--- src/sv/kdt_pkg.sv ---
// Package for the keyed device table: sizes, op and status codes, item types.
`timescale 1ns / 1ps

package kdt_pkg;

  localparam int TABLE_DEPTH = 32;
  localparam int IDX_W       = $clog2(TABLE_DEPTH);
  localparam int CNT_W       = $clog2(TABLE_DEPTH + 1);

  localparam logic [2:0] OP_ADD    = 3'd0;
  localparam logic [2:0] OP_REMOVE = 3'd1;
  localparam logic [2:0] OP_ISOPEN = 3'd2;
  localparam logic [2:0] OP_GET    = 3'd3;
  localparam logic [2:0] OP_GETPAR = 3'd4;
  localparam logic [2:0] OP_SETPAR = 3'd5;

  localparam logic [1:0] ST_OK      = 2'd0;
  localparam logic [1:0] ST_FULL    = 2'd1;
  localparam logic [1:0] ST_UNKNOWN = 2'd2;

  typedef struct packed {
    logic [2:0]         op;
    logic [31:0]        serial;
    logic signed [31:0] device_id;
    logic signed [31:0] param_value;
  } in_item_t;

  typedef struct packed {
    logic               found;
    logic signed [31:0] value;
    logic [1:0]         status;
  } out_item_t;

  // One table slot as held in the RAM
  typedef struct packed {
    logic [31:0] key;
    logic [31:0] id;
    logic [31:0] par;
  } entry_t;

  typedef enum logic [1:0] {
    ST_IDLE,
    ST_SCAN,
    ST_FINISH
  } kdt_state_t;

  typedef struct packed {
    logic start;
    logic scan_en;
    logic commit;
  } kdt_cmd_t;

  typedef struct packed {
    logic             scan_done;
    logic             out_free;
    logic [CNT_W-1:0] count;
  } kdt_sts_t;

endpackage

--- src/sv/kdt_ram.sv ---
// Generic single-write, single-read RAM with registered read data.
`timescale 1ns / 1ps

module kdt_ram #(
  parameter int WIDTH = 32,
  parameter int DEPTH = 32
) (
  input  logic                     clk,
  input  logic                     we,
  input  logic [$clog2(DEPTH)-1:0] waddr,
  input  logic [WIDTH-1:0]         wdata,
  input  logic [$clog2(DEPTH)-1:0] raddr,
  output logic [WIDTH-1:0]         rdata
);

  logic [WIDTH-1:0] mem [DEPTH];

  always_ff @(posedge clk) begin
    if (we) begin
      mem[waddr] <= wdata;
    end
    rdata <= mem[raddr];
  end

endmodule

--- src/sv/kdt_ctrl.sv ---
// Controller state machine: accept, scan the table, commit the result.
`timescale 1ns / 1ps

module kdt_ctrl import kdt_pkg::*; (
  input  logic     clk,
  input  logic     rst_n,
  input  logic     in_valid,
  output logic     in_ready,
  input  kdt_sts_t sts,
  output kdt_cmd_t cmd
);

  kdt_state_t state_r, state_nxt;

  always_ff @(posedge clk) begin
    if (!rst_n) begin
      state_r <= ST_IDLE;
    end else begin
      state_r <= state_nxt;
    end
  end

  always_comb begin
    state_nxt = state_r;
    case (state_r)
      ST_IDLE: begin
        if (in_valid) state_nxt = ST_SCAN;
      end
      ST_SCAN: begin
        if (sts.scan_done) state_nxt = ST_FINISH;
      end
      ST_FINISH: begin
        if (sts.out_free) state_nxt = ST_IDLE;
      end
      default: state_nxt = ST_IDLE;
    endcase
  end

  always_comb begin
    in_ready    = 1'b0;
    cmd.start   = 1'b0;
    cmd.scan_en = 1'b0;
    cmd.commit  = 1'b0;
    case (state_r)
      ST_IDLE: begin
        in_ready  = 1'b1;
        cmd.start = in_valid;
      end
      ST_SCAN: begin
        cmd.scan_en = 1'b1;
      end
      ST_FINISH: begin
        cmd.commit = sts.out_free;
      end
      default: ;
    endcase
  end

endmodule

--- src/sv/kdt_datapath.sv ---
// Datapath: table RAM, scan pointers, match capture, result register.
`timescale 1ns / 1ps

module kdt_datapath import kdt_pkg::*; (
  input  logic      clk,
  input  logic      rst_n,
  input  in_item_t  in_data,
  input  logic      cfg_we,
  input  logic [31:0] cfg_wdata,
  input  kdt_cmd_t  cmd,
  output kdt_sts_t  sts,
  output logic      out_valid,
  input  logic      out_ready,
  output out_item_t out_data
);

  in_item_t         item_r;
  logic [CNT_W-1:0] count_r, count_nxt;
  logic [CNT_W-1:0] rd_idx_r;
  logic [CNT_W-1:0] wr_idx_r;
  logic             pend_r;
  logic [IDX_W-1:0] pend_idx_r;
  logic             found_r;
  logic [IDX_W-1:0] hit_idx_r;
  logic [31:0]      hit_id_r;
  logic [31:0]      hit_par_r;
  logic [31:0]      def_par_r;
  logic             out_valid_r;
  out_item_t        out_data_r, out_data_nxt;

  logic             more;
  logic             issue;
  logic             key_hit;
  logic             full;
  entry_t           rd_q;
  logic             ram_we;
  logic [IDX_W-1:0] ram_waddr;
  entry_t           ram_wdata;

  kdt_ram #(
    .WIDTH($bits(entry_t)),
    .DEPTH(TABLE_DEPTH)
  ) u_ram (
    .clk   (clk),
    .we    (ram_we),
    .waddr (ram_waddr),
    .wdata (ram_wdata),
    .raddr (rd_idx_r[IDX_W-1:0]),
    .rdata (rd_q)
  );

  assign more    = rd_idx_r < count_r;
  assign issue   = cmd.scan_en && more;
  assign key_hit = pend_r && (rd_q.key == item_r.serial);
  assign full    = count_r == CNT_W'(TABLE_DEPTH);

  assign sts.scan_done = !more && !pend_r;
  assign sts.out_free  = !out_valid_r || out_ready;
  assign sts.count     = count_r;

  // Write port: compaction during remove, else the final add or setpar
  always_comb begin
    ram_we    = 1'b0;
    ram_waddr = '0;
    ram_wdata = '0;
    if (cmd.scan_en && pend_r && !key_hit && item_r.op == OP_REMOVE) begin
      ram_we    = 1'b1;
      ram_waddr = wr_idx_r[IDX_W-1:0];
      ram_wdata = rd_q;
    end else if (cmd.commit) begin
      case (item_r.op)
        OP_ADD: begin
          ram_we    = !full;
          ram_waddr = count_r[IDX_W-1:0];
          ram_wdata = '{key: item_r.serial, id: item_r.device_id, par: def_par_r};
        end
        OP_SETPAR: begin
          ram_we    = found_r;
          ram_waddr = hit_idx_r;
          ram_wdata = '{key: item_r.serial, id: hit_id_r, par: item_r.param_value};
        end
        default: ;
      endcase
    end
  end

  always_comb begin
    count_nxt    = count_r;
    out_data_nxt = '{found: found_r, value: '0, status: ST_OK};
    case (item_r.op)
      OP_ADD: begin
        if (full) begin
          out_data_nxt.status = ST_FULL;
        end else begin
          count_nxt = count_r + CNT_W'(1);
        end
      end
      OP_REMOVE: count_nxt = wr_idx_r;
      OP_ISOPEN: out_data_nxt.value = {31'd0, found_r};
      OP_GET:    out_data_nxt.value = found_r ? hit_id_r : '1;
      OP_GETPAR: begin
        out_data_nxt.value  = found_r ? hit_par_r : '1;
        out_data_nxt.status = found_r ? ST_OK : ST_UNKNOWN;
      end
      OP_SETPAR: out_data_nxt.status = found_r ? ST_OK : ST_UNKNOWN;
      default:   out_data_nxt.found = 1'b0;
    endcase
  end

  always_ff @(posedge clk) begin
    if (!rst_n) begin
      count_r     <= '0;
      rd_idx_r    <= '0;
      wr_idx_r    <= '0;
      pend_r      <= 1'b0;
      found_r     <= 1'b0;
      def_par_r   <= '0;
      out_valid_r <= 1'b0;
    end else begin
      if (cfg_we) begin
        def_par_r <= cfg_wdata;
      end
      if (cmd.start) begin
        rd_idx_r <= '0;
        wr_idx_r <= '0;
        pend_r   <= 1'b0;
        found_r  <= 1'b0;
      end else if (cmd.scan_en) begin
        rd_idx_r <= rd_idx_r + CNT_W'(issue);
        pend_r   <= issue;
        if (key_hit) begin
          found_r <= 1'b1;
        end else if (pend_r) begin
          wr_idx_r <= wr_idx_r + CNT_W'(1);
        end
      end
      if (cmd.commit) begin
        count_r     <= count_nxt;
        out_valid_r <= 1'b1;
      end else if (out_ready) begin
        out_valid_r <= 1'b0;
      end
    end
  end

  always_ff @(posedge clk) begin
    if (cmd.start) begin
      item_r <= in_data;
    end
    if (cmd.scan_en) begin
      pend_idx_r <= rd_idx_r[IDX_W-1:0];
      if (key_hit && !found_r) begin
        hit_idx_r <= pend_idx_r;
        hit_id_r  <= rd_q.id;
        hit_par_r <= rd_q.par;
      end
    end
    if (cmd.commit) begin
      out_data_r <= out_data_nxt;
    end
  end

  assign out_valid = out_valid_r;
  assign out_data  = out_data_r;

endmodule

--- src/sv/keyed_device_table.sv ---
// Top level of the keyed device table: controller, datapath and checks.
`timescale 1ns / 1ps

// Keyed device table. Holds up to TABLE_DEPTH entries (serial key, device id,
// parameter) packed into slots 0 .. count-1 in the order they were added, in
// a single-port-write RAM with registered read. Every item gives exactly one
// result item. Each item walks the live slots one per cycle through the RAM
// read port: it is accepted, the scan runs until the last read has been
// checked, and the result is committed; the next item is accepted only after
// that commit. Lookups act on the first matching slot; remove drops every
// match and compacts the survivors during the same walk, writing each one
// back to its new slot. The result sits in an output register, so a stalled
// consumer only holds up the commit of the following item.
// default_param is written through cfg_we / cfg_wdata and must only change
// while the block is idle.
module keyed_device_table import kdt_pkg::*; (
  input  logic        clk,
  input  logic        rst_n,
  input  logic        in_valid,
  output logic        in_ready,
  input  in_item_t    in_data,
  output logic        out_valid,
  input  logic        out_ready,
  output out_item_t   out_data,
  input  logic        cfg_we,
  input  logic [31:0] cfg_wdata
);

  kdt_cmd_t cmd;
  kdt_sts_t sts;

  // Sequencing: idle, walk the table, then commit once the output is free
  kdt_ctrl u_ctrl (
    .clk      (clk),
    .rst_n    (rst_n),
    .in_valid (in_valid),
    .in_ready (in_ready),
    .sts      (sts),
    .cmd      (cmd)
  );

  // Table storage, scan pointers and result register
  kdt_datapath u_dp (
    .clk       (clk),
    .rst_n     (rst_n),
    .in_data   (in_data),
    .cfg_we    (cfg_we),
    .cfg_wdata (cfg_wdata),
    .cmd       (cmd),
    .sts       (sts),
    .out_valid (out_valid),
    .out_ready (out_ready),
    .out_data  (out_data)
  );

  // The live count never passes the table size
  a_count_bound: assert property (@(posedge clk) disable iff (!rst_n)
    sts.count <= CNT_W'(TABLE_DEPTH))
    else $error("entry count beyond table depth");

  // One item at a time: no second acceptance straight after the first
  a_one_item: assert property (@(posedge clk) disable iff (!rst_n)
    in_valid && in_ready |=> !in_ready)
    else $error("item accepted while previous one in flight");

  // A commit always presents a result in the next cycle
  a_commit_out: assert property (@(posedge clk) disable iff (!rst_n)
    cmd.commit |=> out_valid)
    else $error("commit without result");

  // Only a commit may change the count
  a_count_commit: assert property (@(posedge clk) disable iff (!rst_n)
    !cmd.commit |=> $stable(sts.count))
    else $error("count changed outside commit");

endmodule

--- config.mk ---
export PLATFORM = sky130hd
export DESIGN_NAME = keyed_device_table
export DESIGN_NICKNAME = d
export VERILOG_FILES = /design/src/sv/kdt_pkg.sv /design/src/sv/kdt_ram.sv /design/src/sv/kdt_ctrl.sv /design/src/sv/kdt_datapath.sv /design/src/sv/keyed_device_table.sv
export SDC_FILE = /design/constraint.sdc
export NUM_CORES = 2
export LEC_CHECK = 0
export BUFFER_PORTS_ARGS = -buffer_cell sky130_fd_sc_hd__buf_4
export CAP_MARGIN = 20
export CORE_MARGIN = 8
export CORE_UTILIZATION = 40
export DETAILED_ROUTE_END_ITERATION = 8
export SLEW_MARGIN = 20
export SYNTH_ARGS = -nofsm -noshare
export SYNTH_HDL_FRONTEND = slang
export SYNTH_SLANG_ARGS = --single-unit
--- constraint.sdc ---
create_clock -name clk -period 13.1 [get_ports clk]
set_clock_uncertainty 0.2 [all_clocks]
set_input_delay 0.655 -clock clk [delete_from_list [all_inputs] [get_ports clk]]
set_output_delay 0.655 -clock clk [all_outputs]
set_load 0.01 [all_outputs]
Yosys cells after proc, flatten, opt, wreduce, memory -nomap -nowiden
Memory sizes are Yosys's and may differ from the RTL's. A register that Yosys moved wholly into a read port is not among the register bits.
Index checks and enable logic that the tools add are counted.
Word-level totals
  word-level logic and storage cells: 94
  memories: 1
  bits of input ports: 136
  bits in registers: 263
  bits in writable memories: 3072
  output and inout bits: 37
Memories
  u_dp.u_ram.mem: words 32, bits a word 96, read ports 1, clocked after memory_dff 1, write ports 1, line kdt_ram.sv:16  | logic [WIDTH-1:0] mem [DEPTH];
Operators by class
  eq/ne operators: 13
  order comparisons: 1
  add/subtract/negate cells: 3
  bitwise gates (word level): 2
  mux-type cells: 29
  reductions and logical operators: 26
Operators by type and width (count)
  96-bit two-way mux: 2
  96-bit one-hot mux with 2 select lines: 1
  32-bit one-hot mux with 3 select lines: 1
  32-bit two-way mux: 2
  32-bit equality test: 1
  6-bit by 1-bit adder with 6-bit output, second input constant: 2
  6-bit one-hot mux with 2 select lines: 1
  1-bit two-way mux: 11
  5-bit two-way mux: 2
  5-bit one-hot mux with 2 select lines: 1
  3-bit AND reduction: 3
  2-bit two-way mux: 4
  1-bit logical AND: 7
  6-bit by 1-bit adder with 6-bit output: 1
  3-bit by 2-bit equality test with 1-bit output, second input constant: 2
  3-bit equality test, second input constant: 2
  6-bit equality test, second input constant: 1
  1-bit zero test: 6
  6-bit less-than comparator: 1
  6-bit two-way mux: 1
  2-bit inequality test, second input constant: 3
  2-bit one-hot mux with 3 select lines: 1
  6-bit OR reduction: 1
  2-bit one-hot mux with 2 select lines: 1
  other kinds (12): 16

Depth between registers and ports, before layout
  word-level depth: 8
  gate-level depth with buffers: 14
  depth with buffers taken out: 12

Modules after synthesis
From an unflattened synthesis, not the netlist that was laid out.
Second synthesis, totals
  cells, all modules: 6381
  area, all modules: 129634.3 um2
Modules (own cells, without submodules)
  kdt_ram: instances 1, area each 118536.2 um2, cells each 5604, seq. area each 94170.3 um2
  kdt_datapath: instances 1, area each 10979.3 um2, cells each 765, seq. area each 7307.0 um2
  kdt_ctrl: instances 1, area each 118.9 um2, cells each 12, seq. area each 40.0 um2

Least setup slack after synthesis
OpenSTA, ideal clock, no wires.
  path type: input to register
  start: input port out_ready
  end: memory u_dp.u_ram.mem[12][0] in the netlist's numbering (enable)
  library setup time: 0.693 ns
  stages on the path: 8
  data arrival time: 9.808 ns
  buffers on the path: 1
  required time: 12.207 ns
  slack: 2.399 ns
  cells stage by stage: nand2b_1 nand2b_1 buf_2 clkinv_1 a21o_1 o41ai_1 nand2_1 a211oi_1
RTL lines
  from (decl): line keyed_device_table.sv:23  | input logic out_ready,
  to (decl): line kdt_ram.sv:16

Worst setup path in the final report
  start: register u_dp.item_r[96] in the netlist's numbering
  end: memory u_dp.u_ram.mem[8][37] in the netlist's numbering (enable)
Between the ends
  longest elaborated chain between the ends: 6
  elaborated cells between the ends (all ways): 12
  classes of those cells: eq/ne (2); mux (8); reduce/logical (2)
Ends and longest elaborated chain
  from (decl): line kdt_datapath.sv:17  | in_item_t item_r;
  from (signal assigned): line kdt_datapath.sv:148  | item_r <= in_data;
  3-bit equality test / 3-bit zero test (equally long branches): line kdt_datapath.sv:71  | case (item_r.op)
  1-bit one-hot mux with 2 select lines: line kdt_datapath.sv:71
  1-bit two-way mux: line kdt_datapath.sv:70  | end else if (cmd.commit) begin
  1-bit two-way mux: line kdt_datapath.sv:66  | if (cmd.scan_en && pend_r && !key_hit && item_r.op == OP_REMOVE) begin
  1-bit two-way mux: line kdt_ram.sv:19  | if (we) begin
  1-bit two-way mux (implied by the code): line kdt_ram.sv:20  | mem[waddr] <= wdata;
Parallel ways exist; a longest one is shown, timed or not.

==> results.txt <==
The flow ran to the end, and the final reports show no timing, DRC or antenna violations. In this run the horizontal extent of the chip is 585 um. For the static power due to leakage, the log shows 41.0 nW. Of all cell types, the one taking the most synthesized area is sky130_fd_sc_hd__edfxtp_1. The first TritonRoute pass finished after 5 iterations. Along the worst path, the maximum fanout reaches 40. The tightest min-delay check is of the input port to register type. After detailed routing, the average wire length per cell comes to 33.3 um. The dominant register cell in the synthesized netlist was sky130_fd_sc_hd__edfxtp_1. The worst setup path is launched from a register.

Detailed routing placed a total of 27.7 mm of wire on met3. The tools report the number of endpoints failing setup at the final stage as 0. For the count of pins on the block boundary, the log shows 173.

The area share of the leading cell type in the synthesized netlist came out at 0.761. Peak supply drop: 0.114 mV. Most frequent cell after synthesis: sky130_fd_sc_hd__edfxtp_1.

At the pin with the least slew margin, the transition time is 1200 ps. The floorplan step set the die height to 585 um. Dividing the detail-routed via count by the number of cells gives 5.84. For the standard-cell row count, the log shows 209.

The post-DP HPWL is 201 mm. The tools report the post-detailed-routing wire length as 353 mm. Final-report hold violation count: 0. The tools report the sequential fraction of the synthesis area as 0.785. In this run the standard cell core region covers 323000 sq um. The slowest stage of the critical path belongs to the cell sky130_fd_sc_hd__nor2_4. For the final routed database, the setup TNS stands at 0 ps. The source-to-sink clock delay at the later pin of the worst-skew pair is 920 ps.

The tools report the synthesized area as 129000 sq um. The clock power share was 0.446. Yosys mapped a number of flops with a built-in enable equal to 3280. Counting both buffers and inverters, the worst setup path holds a total of 4. In this design, the critical path's most frequently occurring cell is sky130_fd_sc_hd__buf_4. Compared with the post-synthesis result, the final layout area differs by 15.6%.

The clock-pin slew of the registers on the worst-case setup and hold paths was 60 ps; the H-tree depth reported by CTS was 5. After the first detailed-routing iteration, the DRC count stood at 8326. The commonest cells after synthesis are sky130_fd_sc_hd__edfxtp_1, sky130_fd_sc_hd__mux4_2, sky130_fd_sc_hd__clkbuf_1, sky130_fd_sc_hd__dfxtp_1, sky130_fd_sc_hd__mux2_2.

Max-cap violations in this run came to 0. The pin count of the biggest net entering global routing was 161; the quantity of gates resized following cts was 0. The portion of total power attributed to sequential cells is 0.543, and the critical path required time is 13430 ps. The net switching power was 4.37 mW. The average instance in the mapped netlist occupies 24.0 sq um. The post-layout instance area is 150000 sq um, and the clock period minus final worst setup slack is 6280 ps. TritonCTS built the clock tree.

The run gives 6096 as the layout net count. For the wire length of the first global-routing pass, the log shows 492 mm. Yosys attributes the largest share of cell area to sky130_fd_sc_hd__edfxtp_1, sky130_fd_sc_hd__mux4_2, sky130_fd_sc_hd__dfxtp_1. Largest stage delay on the critical path: 830 ps.

The clock passes through at most 4 buffers. The total track usage was 0.202; the final period utilization was 0.479. The maximum frequency from static timing analysis came out at 159 MHz. The wire length on met2 was 172 mm; the switching share of total power was 0.199.

The number of nets in the synthesized netlist is 5528, and the worst endpoint data arrival time is 6610 ps. Yosys mapped the design onto 61 distinct sky130hd cell types. The tools report the die outline area as 342000 sq um.

The signal on the critical path passes through nor3_4 -> buf_4 -> buf_4 -> a22o_1 -> nand2_1 -> o41ai_1 -> nand2_1 -> nor2_4 -> buf_4 -> buf_4. Type of the worst setup path: register to register. The detailed router used layers up to and including met5.

Cell class contributing the biggest share of worst-path delay: buffers and inverters. For the part of the power in combinational logic, the log shows 0.011. Setup repair after global routing left no endpoint under its margin.

The share of async-settable or async-resettable flops after synthesis was 0; the cell-internal power was 17.6 mW. The tree built by TritonCTS fans out to 3431 sinks. Once routing completed, OpenROAD measured the worst setup slack at 6820 ps. The placed instances occupy a cell area of 137000 sq um. The final global-route overflow total came out at 0. The ratio of cells with drive above 1 in the final layout is 0.323, and the detailed-route via count is 61.8k. In this run the clock root is driven by a sky130_fd_sc_hd__clkbuf_16.

The number of max-slew violations in the final report is 0, and the length of routed wiring on met1 is 143 mm. After detailed routing, the number of remaining DRC violations is 0. The initial antenna violation count is 26, and the initial standard-cell utilization of the core is 0.401. The synthesized design contains 3431 register bits.

The post-place setup slack was 6800 ps. The number of buffers inserted by port buffering came out at 172. The final RePlAce weighted congestion is 0.819, and the number of global-route vias before repair is 61.9k. Counting the buffers created by CTS gives 348.

The endpoint kind of the worst setup timing path was a register. The worst slew margin relative to its limit is 0.201, and the number of standard cells after synthesis is 5382. The power density over the cells works out to 147 nW/um^2. The Yosys step of the flow raised 0 warnings. The count of nets left with antenna violations once routing finished came out at 0.
## worst min-delay path: cells and delay by family
kind	cells	cell delay, ps
multiplexers	1	200
buffers and inverters	1	310
AND/OR/NAND/NOR	1	80
## cell usage in the layout, fill, tap and decap left out, types with 50 or more instances in the layout
master and instances:
sky130_fd_sc_hd__clkinv_1 53, sky130_fd_sc_hd__nor2_1 59, sky130_fd_sc_hd__o21ai_1 50, sky130_fd_sc_hd__clkbuf_1 89, sky130_fd_sc_hd__clkinv_2 63, sky130_fd_sc_hd__dlygate4sd3_1 132
sky130_fd_sc_hd__mux4_2 960, sky130_fd_sc_hd__dfxtp_1 146, sky130_fd_sc_hd__a22oi_1 67, sky130_fd_sc_hd__clkbuf_16 353, sky130_fd_sc_hd__buf_4 362, sky130_fd_sc_hd__edfxtp_1 3280
sky130_fd_sc_hd__nand2_1 85, sky130_fd_sc_hd__mux2_2 96
## stage by stage
step	std cells	power, mW	hold WS [ps]	utilization
detailed placement	9793	12.4	216	0.424
floorplan	5382	12.2	200	-
CTS	10600	22.2	152	0.463
global placement	9791	12.4	205	0.424
global route	10600	22.6	183	0.463
finish	10600	22.0	209	0.463
## cells by family (layout without fill, tap and decap cells)
group           count (synthesis)  in the layout  share of synthesized area
flops                        3431           3431                      0.785
compound gates                260            260                     0.0146
fa+ha+maj                      10             10                   0.000967
mux                          1088           1088                      0.178
other cells                     0             12                          0
simple gates                  247            247                    0.00869
xor+xnor                       37             37                    0.00250
buf+inv                       309           1173                     0.0106
## layout make-up
type	count	area, sq um
Fill cell	26300	173000
Sequential cell	3431	102000
Multi-Input combinational cell	1642	26900
Clock buffer	468	9530
Tap cell	4325	5410
Timing Repair Buffer	510	4360
Clock inverter	178	1760
Inverter	17	68.8
Antenna cell	12	30.0
## path summary, 6_finish.rpt
path / startpoint / endpoint / slack, ps / cells past startpoint
setup / recovery: u_dp.item_r[96] / u_dp.u_ram.mem[8][37] / 6820 / 10
hold / removal: cfg_we / u_dp.def_par_r[23] / 210 / 3
setup reg to reg: u_dp.item_r[96] / u_dp.u_ram.mem[8][37] / 6820 / 10
hold reg to reg: u_dp.pend_idx_r[4] / u_dp.hit_idx_r[4] / 230 / 0
## repair_timing
| item | in CTS | in global routing |
|---|---|---|
| endpoints found under the hold margin | 135 | 0 |
| hold buffers | 132 | 0 |
| setup buffers | 0 | 0 |
## registers in the layout, indices dropped and copies added (netlist names), 32 cells and up
name,count
u_dp.u_ram.mem,3072
u_dp.out_data,35
u_dp.def_par_r,32
u_dp.hit_id_r,32
u_dp.hit_par_r,32
u_dp.u_ram.rdata,96
u_dp.item_r,99
## power groups by stage
stage | Combinational, mW | Clock, mW | Sequential [mW]
floorplan | 0.0898 | 0 | 12.2
global placement | 0.216 | 0 | 12.2
detailed placement | 0.220 | 0 | 12.2
CTS | 0.254 | 9.96 | 11.9
global route | 0.264 | 10.4 | 11.9
finish | 0.252 | 9.80 | 11.9
## layer usage
layer	track usage	vias up
met1	0.284	34000
li1	-	24400
met2	0.331	2933
met3	0.0326	450
met5	0	-
met4	0.0534	6
Note: power is estimated with default switching activity, not from simulation.
